## config.mk

```make
export PLATFORM = sky130hd
export DESIGN_NAME = beacon_timer_table_unit
export DESIGN_NICKNAME = d
export VERILOG_FILES = /design/src/rtl/btt_pkg.sv /design/src/rtl/beacon_timer_table_unit.sv /design/src/rtl/btt_seq.sv /design/src/rtl/btt_dp.sv
export SDC_FILE = /design/constraint.sdc
export NUM_CORES = 1
export LEC_CHECK = 0
export BUFFER_PORTS_ARGS = -buffer_cell sky130_fd_sc_hd__buf_2
export CAP_MARGIN = 5
export CORE_ASPECT_RATIO = 0.6
export CORE_MARGIN = 5
export CORE_UTILIZATION = 41
export DETAILED_ROUTE_END_ITERATION = 8
export PLACE_DENSITY_LB_ADDON = 0.12
export SLEW_MARGIN = 20
export SYNTH_ARGS = -nofsm -noshare
export SYNTH_HDL_FRONTEND = slang
export SYNTH_SLANG_ARGS = --single-unit
```

## constraint.sdc

```tcl
create_clock -name clk -period 10.4 [get_ports clk]
set_clock_uncertainty 0.15 [all_clocks]
set_input_delay 2.08 -clock clk [delete_from_list [all_inputs] [get_ports clk]]
set_output_delay 2.08 -clock clk [all_outputs]
set_load 0.01 [all_outputs]
```

## src/rtl/btt_pkg.sv

```systemverilog
// ----------------------------------------------------------------------------
// btt_pkg
// Types, codes and the microcode program of the beacon timer table.
// ----------------------------------------------------------------------------
package btt_pkg;

    // Request types.
    localparam logic [1:0] REQ_SET     = 2'd0;
    localparam logic [1:0] REQ_PROCESS = 2'd1;
    localparam logic [1:0] REQ_REALIGN = 2'd2;

    // Result kinds.
    localparam logic [1:0] RK_SET_OK = 2'd0;
    localparam logic [1:0] RK_FULL   = 2'd1;
    localparam logic [1:0] RK_FIRED  = 2'd2;
    localparam logic [1:0] RK_DONE   = 2'd3;

    // Configuration register indexes, decoded from paddr[2].
    localparam logic REG_MIN_SEP  = 1'b0;
    localparam logic REG_MAX_LEAD = 1'b1;

    // Most firings one process request may produce.
    localparam logic [3:0] MAX_FIRES = 4'd8;

    typedef struct packed {
        logic [1:0]  req_type;
        logic [31:0] now;
        logic [15:0] interval;
        logic [15:0] start_offset;
        logic [7:0]  beacon_kind;
        logic [15:0] text_handle;
        logic [3:0]  free_slots;
    } req_t;

    typedef struct packed {
        logic [1:0]  result_kind;
        logic [2:0]  entry_index;
        logic [7:0]  beacon_kind_res;
        logic [15:0] text_handle_res;
        logic        last;
    } res_t;

    // One table entry as held in the entry memory.
    typedef struct packed {
        logic [15:0] period;
        logic [15:0] delay;
        logic [31:0] deadline;
        logic [7:0]  kind;
        logic [15:0] text;
    } entry_t;

    typedef struct packed {
        logic [15:0] min_sep;
        logic [15:0] max_lead;
    } cfg_t;

    typedef enum logic [3:0] {
        OP_NOP,
        OP_ACCEPT,
        OP_INC_I,
        OP_INC_J,
        OP_WRITE_NEW,
        OP_READ_I,
        OP_READ_J,
        OP_EMIT_DONE,
        OP_EMIT_SETOK,
        OP_EMIT_FULL,
        OP_EMIT_FIRE,
        OP_RESCHED,
        OP_FREE_I,
        OP_LOAD_BASE,
        OP_FIX_J
    } uop_t;

    typedef enum logic [3:0] {
        C_NEVER,
        C_ALWAYS,
        C_IS_SET,
        C_IS_PROC,
        C_IS_REALIGN,
        C_I_END,
        C_J_END,
        C_FREE_I,
        C_NOT_ACTIVE_I,
        C_NOT_DUE,
        C_ONCE_I,
        C_STOP,
        C_NOT_EN_I,
        C_NOT_EN_J
    } cond_t;

    typedef logic [4:0] step_t;

    typedef struct packed {
        uop_t  op;
        cond_t cond;
        step_t target;
    } ucode_t;

    // Sequencer to datapath.
    typedef struct packed {
        uop_t op;
        logic take;
    } ctl_t;

    // Datapath to sequencer.
    typedef struct packed {
        logic in_valid;
        logic out_busy;
        logic is_set;
        logic is_proc;
        logic is_realign;
        logic i_end;
        logic j_end;
        logic free_i;
        logic active_i;
        logic en_i;
        logic en_j;
        logic due;
        logic once_i;
        logic stop;
    } stat_t;

    // Program steps.
    localparam step_t ST_FETCH     = 5'd0;
    localparam step_t ST_DISP_SET  = 5'd1;
    localparam step_t ST_DISP_PROC = 5'd2;
    localparam step_t ST_DISP_RAL  = 5'd3;
    localparam step_t ST_DONE      = 5'd4;
    localparam step_t ST_S_CHECK   = 5'd5;
    localparam step_t ST_S_FREE    = 5'd6;
    localparam step_t ST_S_NEXT    = 5'd7;
    localparam step_t ST_S_CLAIM   = 5'd8;
    localparam step_t ST_S_ACK     = 5'd9;
    localparam step_t ST_S_FULL    = 5'd10;
    localparam step_t ST_P_CHECK   = 5'd11;
    localparam step_t ST_P_STOP    = 5'd12;
    localparam step_t ST_P_READ    = 5'd13;
    localparam step_t ST_P_DUE     = 5'd14;
    localparam step_t ST_P_FIRE    = 5'd15;
    localparam step_t ST_P_ONCE    = 5'd16;
    localparam step_t ST_P_RESCHED = 5'd17;
    localparam step_t ST_P_FREE    = 5'd18;
    localparam step_t ST_P_NEXT    = 5'd19;
    localparam step_t ST_R_CHECK   = 5'd20;
    localparam step_t ST_R_EN      = 5'd21;
    localparam step_t ST_R_READ    = 5'd22;
    localparam step_t ST_R_BASE    = 5'd23;
    localparam step_t ST_J_CHECK   = 5'd24;
    localparam step_t ST_J_EN      = 5'd25;
    localparam step_t ST_J_READ    = 5'd26;
    localparam step_t ST_J_FIX     = 5'd27;
    localparam step_t ST_J_NEXT    = 5'd28;
    localparam step_t ST_R_NEXT    = 5'd29;

    function automatic ucode_t uw(input uop_t op, input cond_t cnd, input step_t tgt);
        ucode_t w;
        w.op     = op;
        w.cond   = cnd;
        w.target = tgt;
        return w;
    endfunction

    function automatic logic is_emit(input uop_t op);
        return (op == OP_EMIT_DONE) || (op == OP_EMIT_SETOK) ||
               (op == OP_EMIT_FULL) || (op == OP_EMIT_FIRE);
    endfunction

    // The control store. A taken condition jumps to the target, otherwise the
    // step counter advances by one.
    function automatic ucode_t ucode_rom(input step_t step);
        ucode_t w;
        case (step)
            ST_FETCH:     w = uw(OP_ACCEPT,     C_NEVER,        ST_FETCH);
            ST_DISP_SET:  w = uw(OP_NOP,        C_IS_SET,       ST_S_CHECK);
            ST_DISP_PROC: w = uw(OP_NOP,        C_IS_PROC,      ST_P_CHECK);
            ST_DISP_RAL:  w = uw(OP_NOP,        C_IS_REALIGN,   ST_R_CHECK);
            ST_DONE:      w = uw(OP_EMIT_DONE,  C_ALWAYS,       ST_FETCH);
            ST_S_CHECK:   w = uw(OP_NOP,        C_I_END,        ST_S_FULL);
            ST_S_FREE:    w = uw(OP_NOP,        C_FREE_I,       ST_S_CLAIM);
            ST_S_NEXT:    w = uw(OP_INC_I,      C_ALWAYS,       ST_S_CHECK);
            ST_S_CLAIM:   w = uw(OP_WRITE_NEW,  C_NEVER,        ST_FETCH);
            ST_S_ACK:     w = uw(OP_EMIT_SETOK, C_ALWAYS,       ST_FETCH);
            ST_S_FULL:    w = uw(OP_EMIT_FULL,  C_ALWAYS,       ST_FETCH);
            ST_P_CHECK:   w = uw(OP_NOP,        C_I_END,        ST_DONE);
            ST_P_STOP:    w = uw(OP_NOP,        C_STOP,         ST_DONE);
            ST_P_READ:    w = uw(OP_READ_I,     C_NOT_ACTIVE_I, ST_P_NEXT);
            ST_P_DUE:     w = uw(OP_NOP,        C_NOT_DUE,      ST_P_NEXT);
            ST_P_FIRE:    w = uw(OP_EMIT_FIRE,  C_NEVER,        ST_FETCH);
            ST_P_ONCE:    w = uw(OP_NOP,        C_ONCE_I,       ST_P_FREE);
            ST_P_RESCHED: w = uw(OP_RESCHED,    C_ALWAYS,       ST_P_NEXT);
            ST_P_FREE:    w = uw(OP_FREE_I,     C_NEVER,        ST_FETCH);
            ST_P_NEXT:    w = uw(OP_INC_I,      C_ALWAYS,       ST_P_CHECK);
            ST_R_CHECK:   w = uw(OP_NOP,        C_I_END,        ST_DONE);
            ST_R_EN:      w = uw(OP_NOP,        C_NOT_EN_I,     ST_R_NEXT);
            ST_R_READ:    w = uw(OP_READ_I,     C_NEVER,        ST_FETCH);
            ST_R_BASE:    w = uw(OP_LOAD_BASE,  C_NEVER,        ST_FETCH);
            ST_J_CHECK:   w = uw(OP_NOP,        C_J_END,        ST_R_NEXT);
            ST_J_EN:      w = uw(OP_NOP,        C_NOT_EN_J,     ST_J_NEXT);
            ST_J_READ:    w = uw(OP_READ_J,     C_NEVER,        ST_FETCH);
            ST_J_FIX:     w = uw(OP_FIX_J,      C_NEVER,        ST_FETCH);
            ST_J_NEXT:    w = uw(OP_INC_J,      C_ALWAYS,       ST_J_CHECK);
            ST_R_NEXT:    w = uw(OP_INC_I,      C_ALWAYS,       ST_R_CHECK);
            default:      w = uw(OP_NOP,        C_ALWAYS,       ST_FETCH);
        endcase
        return w;
    endfunction

endpackage

```

## src/rtl/beacon_timer_table_unit.sv

```systemverilog
// ----------------------------------------------------------------------------
// beacon_timer_table_unit
// Table of periodic beacon timers run by a microcoded sequencer.
//
//   channel  direction  handshake                payload
//   req      in         req_valid / req_stall    req_t: one request beat
//   res      out        res_valid / res_stall    res_t: one result beat
//   apb      in         psel penable pwrite      min_separation, max_lead
//
// One request at a time. A request is taken only at the fetch step, and the
// dispatch steps follow it. Set scans the entries for a free one, process
// checks each entry for a due firing, and realign compares each enabled entry
// with every later enabled one, all stepped through the control store.
// Reset clears the flags, the scan counters and the result valid bit; entry
// contents stay undefined and are used only after a set has written them.
// res_stall holds the sequencer only at a step that emits a result beat.
// ----------------------------------------------------------------------------
module beacon_timer_table_unit
    import btt_pkg::*;
#(
    parameter int ENTRIES = 8
)
(
    input  logic        clk,
    input  logic        rst_n,
    input  logic        req_valid,
    output logic        req_stall,
    input  req_t        req,
    output logic        res_valid,
    input  logic        res_stall,
    output res_t        res,
    input  logic        psel,
    input  logic        penable,
    input  logic        pwrite,
    input  logic [2:0]  paddr,
    input  logic [31:0] pwdata,
    output logic [31:0] prdata,
    output logic        pready
);

    ctl_t        ctl;
    stat_t       stat;
    cfg_t        cfg;
    logic [15:0] min_sep_reg;
    logic [15:0] max_lead_reg;
    logic        cfg_write;

    assign pready    = 1'b1;
    assign cfg_write = psel && penable && pwrite && pready;

    always_ff @(posedge clk or negedge rst_n)
    begin
        if (!rst_n)
        begin
            min_sep_reg  <= 16'd30;
            max_lead_reg <= 16'd3600;
        end
        else if (cfg_write)
        begin
            case (paddr[2])
                REG_MIN_SEP:  min_sep_reg  <= pwdata[15:0];
                REG_MAX_LEAD: max_lead_reg <= pwdata[15:0];
                default:
                begin
                end
            endcase
        end
    end

    always_comb
    begin
        case (paddr[2])
            REG_MIN_SEP:  prdata = {16'd0, min_sep_reg};
            REG_MAX_LEAD: prdata = {16'd0, max_lead_reg};
            default:      prdata = 32'd0;
        endcase
    end

    assign cfg.min_sep  = min_sep_reg;
    assign cfg.max_lead = max_lead_reg;

    assign req_stall = !ctl.take;

    btt_seq u_seq
    (
        .clk   (clk),
        .rst_n (rst_n),
        .stat  (stat),
        .ctl   (ctl)
    );

    btt_dp #(
        .ENTRIES (ENTRIES)
    ) u_dp
    (
        .clk       (clk),
        .rst_n     (rst_n),
        .ctl       (ctl),
        .cfg       (cfg),
        .req_valid (req_valid),
        .req       (req),
        .stat      (stat),
        .res_valid (res_valid),
        .res_stall (res_stall),
        .res       (res)
    );

`ifndef NO_ASSERTIONS
    // After a request beat the sequencer leaves the fetch step.
    a_one_request: assert property (@(posedge clk) disable iff (!rst_n)
        (req_valid && !req_stall) |=> req_stall)
        else $error("request taken twice in a row");

    // A result beat is never issued into an occupied, stalled output register.
    a_emit_room: assert property (@(posedge clk) disable iff (!rst_n)
        is_emit(ctl.op) |-> !stat.out_busy)
        else $error("result emitted while output is stalled");

    // A firing needs an active, due entry, slots left and firings left.
    a_fire_ok: assert property (@(posedge clk) disable iff (!rst_n)
        (ctl.op == OP_EMIT_FIRE) |-> (stat.due && stat.active_i && !stat.stop))
        else $error("beacon fired without being eligible");
`endif

endmodule

```

## src/rtl/btt_seq.sv

```systemverilog
// ----------------------------------------------------------------------------
// btt_seq
// Step counter and control store; holds on a missing input or a full output.
// ----------------------------------------------------------------------------
module btt_seq
    import btt_pkg::*;
(
    input  logic  clk,
    input  logic  rst_n,
    input  stat_t stat,
    output ctl_t  ctl
);

    step_t  step_reg;
    step_t  step_next;
    ucode_t word;
    logic   hold;
    logic   taken;

    always_comb
    begin
        word  = ucode_rom(step_reg);
        hold  = ((word.op == OP_ACCEPT) && !stat.in_valid) ||
                (is_emit(word.op) && stat.out_busy);
        case (word.cond)
            C_NEVER:        taken = 1'b0;
            C_ALWAYS:       taken = 1'b1;
            C_IS_SET:       taken = stat.is_set;
            C_IS_PROC:      taken = stat.is_proc;
            C_IS_REALIGN:   taken = stat.is_realign;
            C_I_END:        taken = stat.i_end;
            C_J_END:        taken = stat.j_end;
            C_FREE_I:       taken = stat.free_i;
            C_NOT_ACTIVE_I: taken = !stat.active_i;
            C_NOT_DUE:      taken = !stat.due;
            C_ONCE_I:       taken = stat.once_i;
            C_STOP:         taken = stat.stop;
            C_NOT_EN_I:     taken = !stat.en_i;
            C_NOT_EN_J:     taken = !stat.en_j;
            default:        taken = 1'b0;
        endcase
    end

    always_comb
    begin
        if (hold)
        begin
            step_next = step_reg;
        end
        else if (taken)
        begin
            step_next = word.target;
        end
        else
        begin
            step_next = step_reg + 5'd1;
        end
    end

    always_comb
    begin
        ctl.op   = hold ? OP_NOP : word.op;
        ctl.take = (word.op == OP_ACCEPT);
    end

    always_ff @(posedge clk or negedge rst_n)
    begin
        if (!rst_n)
        begin
            step_reg <= ST_FETCH;
        end
        else
        begin
            step_reg <= step_next;
        end
    end

endmodule

```

## src/rtl/btt_dp.sv

```systemverilog
// ----------------------------------------------------------------------------
// btt_dp
// Datapath: request latch, entry memory, per-entry flags, scan counters,
// time arithmetic and the result register.
// ----------------------------------------------------------------------------
module btt_dp
    import btt_pkg::*;
#(
    parameter int ENTRIES = 8
)
(
    input  logic  clk,
    input  logic  rst_n,
    input  ctl_t  ctl,
    input  cfg_t  cfg,
    input  logic  req_valid,
    input  req_t  req,
    output stat_t stat,
    output logic  res_valid,
    input  logic  res_stall,
    output res_t  res
);

    localparam int AW = (ENTRIES > 1) ? $clog2(ENTRIES) : 1;
    localparam int CW = $clog2(ENTRIES + 1);

    entry_t mem [ENTRIES];
    entry_t rd_reg;

    req_t            req_reg;
    logic [31:0]     base_reg;
    logic [CW-1:0]   i_reg;
    logic [CW-1:0]   i_next;
    logic [CW-1:0]   j_reg;
    logic [CW-1:0]   j_next;
    logic [3:0]      n_reg;
    logic [3:0]      n_next;
    logic [3:0]      slots_reg;
    logic [3:0]      slots_next;
    logic [ENTRIES-1:0] used_reg;
    logic [ENTRIES-1:0] used_next;
    logic [ENTRIES-1:0] en_reg;
    logic [ENTRIES-1:0] en_next;
    logic [ENTRIES-1:0] once_reg;
    logic [ENTRIES-1:0] once_next;
    logic            res_valid_reg;
    logic            res_valid_next;
    res_t            res_reg;

    logic [AW-1:0]   ia;
    logic [AW-1:0]   ja;
    logic            we;
    logic [AW-1:0]   wa;
    entry_t          wd;
    logic            re;
    logic [AW-1:0]   ra;
    logic [31:0]     lead;
    logic [31:0]     gap;
    logic [31:0]     gap_mag;
    logic            stale;
    logic            close;
    logic [31:0]     restart;
    logic            emit;

    assign ia = i_reg[AW-1:0];
    assign ja = j_reg[AW-1:0];

    // Time differences are taken as 32-bit two's complement values.
    always_comb
    begin
        restart = req_reg.now + 32'(rd_reg.delay);
        lead    = rd_reg.deadline - req_reg.now;
        stale   = lead[31] || (lead > 32'(cfg.max_lead));
        gap     = rd_reg.deadline - base_reg;
        gap_mag = gap[31] ? (32'd0 - gap) : gap;
        close   = (gap != 32'h8000_0000) && (gap_mag < 32'(cfg.min_sep));
    end

    always_comb
    begin
        stat.in_valid   = req_valid;
        stat.out_busy   = res_valid_reg && res_stall;
        stat.is_set     = (req_reg.req_type == REQ_SET);
        stat.is_proc    = (req_reg.req_type == REQ_PROCESS);
        stat.is_realign = (req_reg.req_type == REQ_REALIGN);
        stat.i_end      = (i_reg == CW'(ENTRIES));
        stat.j_end      = (j_reg == CW'(ENTRIES));
        stat.free_i     = !used_reg[ia];
        stat.active_i   = used_reg[ia] && en_reg[ia];
        stat.en_i       = en_reg[ia];
        stat.en_j       = en_reg[ja];
        stat.once_i     = once_reg[ia];
        stat.stop       = (slots_reg == 4'd0) || (n_reg == MAX_FIRES);
        stat.due        = !((req_reg.now - rd_reg.deadline) >= 32'h8000_0000);
    end

    // Memory port selection and flag, counter updates.
    always_comb
    begin
        we         = 1'b0;
        wa         = ia;
        wd         = rd_reg;
        re         = 1'b0;
        ra         = ia;
        i_next     = i_reg;
        j_next     = j_reg;
        n_next     = n_reg;
        slots_next = slots_reg;
        used_next  = used_reg;
        en_next    = en_reg;
        once_next  = once_reg;
        case (ctl.op)
            OP_ACCEPT:
            begin
                i_next     = '0;
                j_next     = '0;
                n_next     = 4'd0;
                slots_next = req.free_slots;
            end
            OP_INC_I:
            begin
                i_next = i_reg + CW'(1);
            end
            OP_INC_J:
            begin
                j_next = j_reg + CW'(1);
            end
            OP_WRITE_NEW:
            begin
                we              = 1'b1;
                wd.period       = req_reg.interval;
                wd.delay        = req_reg.start_offset;
                wd.deadline     = req_reg.now + 32'(req_reg.start_offset);
                wd.kind         = req_reg.beacon_kind;
                wd.text         = req_reg.text_handle;
                used_next[ia]   = 1'b1;
                en_next[ia]     = 1'b1;
                once_next[ia]   = (req_reg.interval == 16'd0);
            end
            OP_READ_I:
            begin
                re = 1'b1;
            end
            OP_READ_J:
            begin
                re = 1'b1;
                ra = ja;
            end
            OP_EMIT_FIRE:
            begin
                n_next     = n_reg + 4'd1;
                slots_next = slots_reg - 4'd1;
            end
            OP_RESCHED:
            begin
                we          = 1'b1;
                wd.deadline = req_reg.now + 32'(rd_reg.period);
            end
            OP_FREE_I:
            begin
                used_next[ia] = 1'b0;
                en_next[ia]   = 1'b0;
                once_next[ia] = 1'b0;
            end
            OP_LOAD_BASE:
            begin
                we          = stale;
                wd.deadline = restart;
                j_next      = i_reg + CW'(1);
            end
            OP_FIX_J:
            begin
                we          = close;
                wa          = ja;
                wd.deadline = restart;
            end
            default:
            begin
            end
        endcase
    end

    assign emit = is_emit(ctl.op);

    always_comb
    begin
        res_valid_next = res_valid_reg;
        if (emit)
        begin
            res_valid_next = 1'b1;
        end
        else if (res_valid_reg && !res_stall)
        begin
            res_valid_next = 1'b0;
        end
    end

    always_ff @(posedge clk)
    begin
        if (we)
        begin
            mem[wa] <= wd;
        end
        if (re)
        begin
            rd_reg <= mem[ra];
        end
    end

    always_ff @(posedge clk)
    begin
        if (ctl.op == OP_ACCEPT)
        begin
            req_reg <= req;
        end
        if (ctl.op == OP_LOAD_BASE)
        begin
            base_reg <= stale ? restart : rd_reg.deadline;
        end
        if (emit)
        begin
            res_reg.result_kind     <= RK_DONE;
            res_reg.entry_index     <= 3'd0;
            res_reg.beacon_kind_res <= 8'd0;
            res_reg.text_handle_res <= 16'd0;
            res_reg.last            <= 1'b1;
            case (ctl.op)
                OP_EMIT_SETOK:
                begin
                    res_reg.result_kind <= RK_SET_OK;
                    res_reg.entry_index <= 3'(i_reg);
                end
                OP_EMIT_FULL:
                begin
                    res_reg.result_kind <= RK_FULL;
                end
                OP_EMIT_FIRE:
                begin
                    res_reg.result_kind     <= RK_FIRED;
                    res_reg.entry_index     <= 3'(i_reg);
                    res_reg.beacon_kind_res <= rd_reg.kind;
                    res_reg.text_handle_res <= rd_reg.text;
                    res_reg.last            <= 1'b0;
                end
                default:
                begin
                end
            endcase
        end
    end

    always_ff @(posedge clk or negedge rst_n)
    begin
        if (!rst_n)
        begin
            i_reg         <= '0;
            j_reg         <= '0;
            n_reg         <= 4'd0;
            slots_reg     <= 4'd0;
            used_reg      <= '0;
            en_reg        <= '0;
            once_reg      <= '0;
            res_valid_reg <= 1'b0;
        end
        else
        begin
            i_reg         <= i_next;
            j_reg         <= j_next;
            n_reg         <= n_next;
            slots_reg     <= slots_next;
            used_reg      <= used_next;
            en_reg        <= en_next;
            once_reg      <= once_next;
            res_valid_reg <= res_valid_next;
        end
    end

    assign res_valid = res_valid_reg;
    assign res       = res_reg;

endmodule
```

==> metrics.md <==
| Metric | Value |
|---|---|
| Setup TNS | 0 ns |
| Routability cong. | 0.910 |
| Post CTS Setup Buffer Count | 0 |
| Crit Reg-Reg Endpoint | u_dp.mem[5][82]$_DFFE_PP_ |
| Final Slew Violations | 0 |
| Crit end category | register |
| Cell taking the most area after synthesis | edfxtp_1 |
| Synthesis-stage register bit count | 1014 |
| Clk buf depth | 3 |
| CTS HTree Levels | 3 |
| Synth top area share | 0.582 |
| P_leak | 18.6 nW |
| CTS resizes | 0 |
| PwrDens | 304 mW/mm2 |
| Avg WL per Cell | 25.6 um |
| Max-Cap Viols | 0 |
| Die H | 277 um |
| Async SR Flop Fraction | 0.0690 |
| Total congestion overflow | 0 |
| Layout area overhead | 12.4% |
| Fmax | 125 MHz |
| Max reg flops | 704 |
| Setup slack after layout | 2.41 ns |
| Worst hold start | u_dp.once_reg[6]$_DFFE_PN0P_ |
| Die Area | 0.126 mm2 |
| Crit-path cells | ha_1 > a21oi_1 > a211oi_1 > nor4_1 > o211ai_1 > nor2_1 > xor2_1 > nor2_1 > a21oi_1 > ha_1 > a21boi_0 > o21a_1 > o21a_1 > o21a_1 > o21a_1 > o21a_1 > o21ai_0 > a211oi_1 > a2111o_1 > nor4_4 > nand2_2 > o21ai_4 > buf_12 |
| PortBufs | 165 |
| Tot GR Track Use | 0.208 |
| Cell Area, Synth | 0.0487 mm2 |
| R2r setup slk | 2.41 ns |
| Worst Path Required | 10.63 ns |
| Metal2 WL | 58000 um |
| Vias in the first global route | 29800 |
| Synth area leaders | edfxtp_1, mux4_2, mux2_2 |
| Final period util | 0.768 |
| Final setup fails | 0 |
| VDD IR max | 0.187 mV |
| Post-layout minimum cycle time | 7.99 ns |
| Drt initial violations | 3004 |
| FF-to-FF path depth | 23 |
| Worst Hold Class | reg2reg |
| DP Wirelength | 88400 um |
| CTS Buf Count | 95 |
| Hold_buf cts | 0 |
| Core Util, Final | 0.466 |
| Post-DP Area | 0.0517 mm2 |
| Met3 wire len | 8610 um |
| RR Startpoint | u_dp.rd_reg[36]$_DFFE_PP_ |
| Crit-path max cell delay | 0.82 ns |
| Post-route cell area | 0.0547 mm2 |
| Number of routed nets with antenna violations | 0 |
| M1 WL | 63800 um |
| Yosys warnings | 0 |
| First-pass GRT wire length | 197000 um |
| Drt pass-1 iters | 5 |
| CTS tree | yes |
| Cell mode on critical path | o21a_1 |
| Register area | 0.0301 mm2 |
| CP max stage cell | o21ai_4 |
| Worst Path Max Fanout | 34 |
| Rel. slew slack | 0.283 |
| Class of the most critical setup path | reg2reg |
| Via density per instance | 5.77 |
| Outcome | finished, final reports clean |
| Final nets | 3814 |
| Most frequent cells in the layout | edfxtp_1, mux2_2, mux4_2, nand2_1, ha_1 |
| DRC viols | 0 |
| DR top layer | met4 |
| Vias | 29800 |
| Total power | 0.0167 W |
| Clk slew on worst S/H paths | 0.06 ns |
| Area occupied by multi-input gates | 0.0175 mm2 |
| Std-Cell Rows | 97 |
| Most common cell after layout, fill and taps aside | edfxtp_1 |
| Post-synth EDFFs | 944 |
| DP Worst Slack | 2.54 ns |
| Distinct cells, synth | 95 |
| Starting Density | 0.415 |
| Die X | 455 um |
| Top_reg_cell synth | edfxtp_1 |
| Hold Vio Cnt, Final | 0 |
| RSZ-0062 raised after global routing | false |
| Hold EP | u_dp.once_reg[6]$_DFFE_PN0P_ |
| Clock Latency Late Sink | 0.71 ns |
| Register area share after synthesis | 0.618 |
| I/O pin count | 201 |
| Worst slew pin tran | 1.08 ns |
| Synthesized netlist cell count | 3316 |
| Largest net degree at the start of global routing | 99 |
| Critical path arrival | 8.22 ns |
| # fillers | 10200 |
| CORE AREA | 0.117 mm2 |
| Syn_area_per_cell | 14.7 um2 |
| Num Clock Sinks | 1014 |
| WHS Path Cells | 1 |
| Clock Root Buffer | clkbuf_16 |
| Critical path launch point type | register |
| DRT Wirelength | 132000 um |
| Initial antenna violation count | 5 |
| Share of layout cells above drive strength 1 | 0.226 |
[per-layer routing]
metal  GRT usage  up-vias
met5           0        -
met4      0.0363        0
met3      0.0367      142
li1            -    13300
met2       0.309      970
met1       0.323    15400
[critical path: cells and delay by family (launching register included)]
| kind | cells | cell delay (ns) |
|---|---|---|
| adders and majority gates | 2 | 0.73 |
| xor gates and xnor gates | 1 | 0.46 |
| DFF | 1 | 0.49 |
| buffers and inverters | 1 | 0.34 |
| AOI/OAI and AO/OA | 14 | 3.74 |
| and+or+nand+nor | 5 | 1.66 |
[power breakdown]
group | switching [W] | internal [W]
combinational | 0.00438 | 0.00244
sequential | 0.000412 | 0.00597
clock | 0.00156 | 0.00190
total | 0.00635 | 0.0103
[how the worst max path moves through the flow]
stage,startpoint,end,slack [ns]
2_1_floorplan,u_dp.rd_reg[39]$_DFFE_PP_,u_dp.mem[1][0]$_DFFE_PP_,1.04
3_3_place_gp,u_dp.rd_reg[36]$_DFFE_PP_,u_dp.mem[5][2]$_DFFE_PP_,2.55
3_5_place_dp,u_seq.step_reg[0]$_DFFE_PN0P_,u_dp.mem[4][48]$_DFFE_PP_,2.54
4_1_cts,u_seq.step_reg[0]$_DFFE_PN0P_,u_dp.mem[6][48]$_DFFE_PP_,2.45
5_1_grt,u_seq.step_reg[0]$_DFFE_PN0P_,u_dp.mem[1][52]$_DFFE_PP_,2.03
6_report,u_dp.rd_reg[36]$_DFFE_PP_,u_dp.mem[5][82]$_DFFE_PP_,2.41
[cell type report]
type / instances / share of cell area
Sequential cell: 1014 / 0.550
Multi-Input combinational cell: 1990 / 0.320
Antenna cell: 2 / 0.0000914
Clock buffer: 120 / 0.0467
Clock inverter: 54 / 0.00900
Tap cell: 1584 / 0.0362
Inverter: 175 / 0.0120
Timing Repair Buffer: 224 / 0.0263
[kinds of logic (layout without fill, tap and decap cells)]
family,after synthesis,after routing,share of synthesized area
compound gates,627,627,0.0862
xor+xnor,100,100,0.0180
fa+ha+maj,178,178,0.0463
buf+inv,327,573,0.0272
flops,1014,1014,0.618
mux,420,420,0.138
other cells,2,19,0.000154
simple gates,648,648,0.0657
[through the flow]
step           hold WS, ns  std cells
3_3_place_gp         0.322       4986
3_5_place_dp         0.335       4986
4_1_cts              0.350       5160
6_report             0.348       5163
2_1_floorplan        0.300       3331
5_1_grt              0.370       5161
[synth_stat cells, types with 50 or more instances]
| master | count |
|---|---|
| xnor2_1 | 74 |
| inv_1 | 174 |
| nor2_1 | 165 |
| mux2_2 | 207 |
| dfrtp_1 | 62 |
| edfxtp_1 | 944 |
| mux4_2 | 181 |
| nand3_1 | 50 |
| clkbuf_1 | 101 |
| ha_1 | 174 |
| a21oi_1 | 138 |
| o21ai_0 | 137 |
| nand2_1 | 176 |
Note: power is estimated with default switching activity, not from simulation.
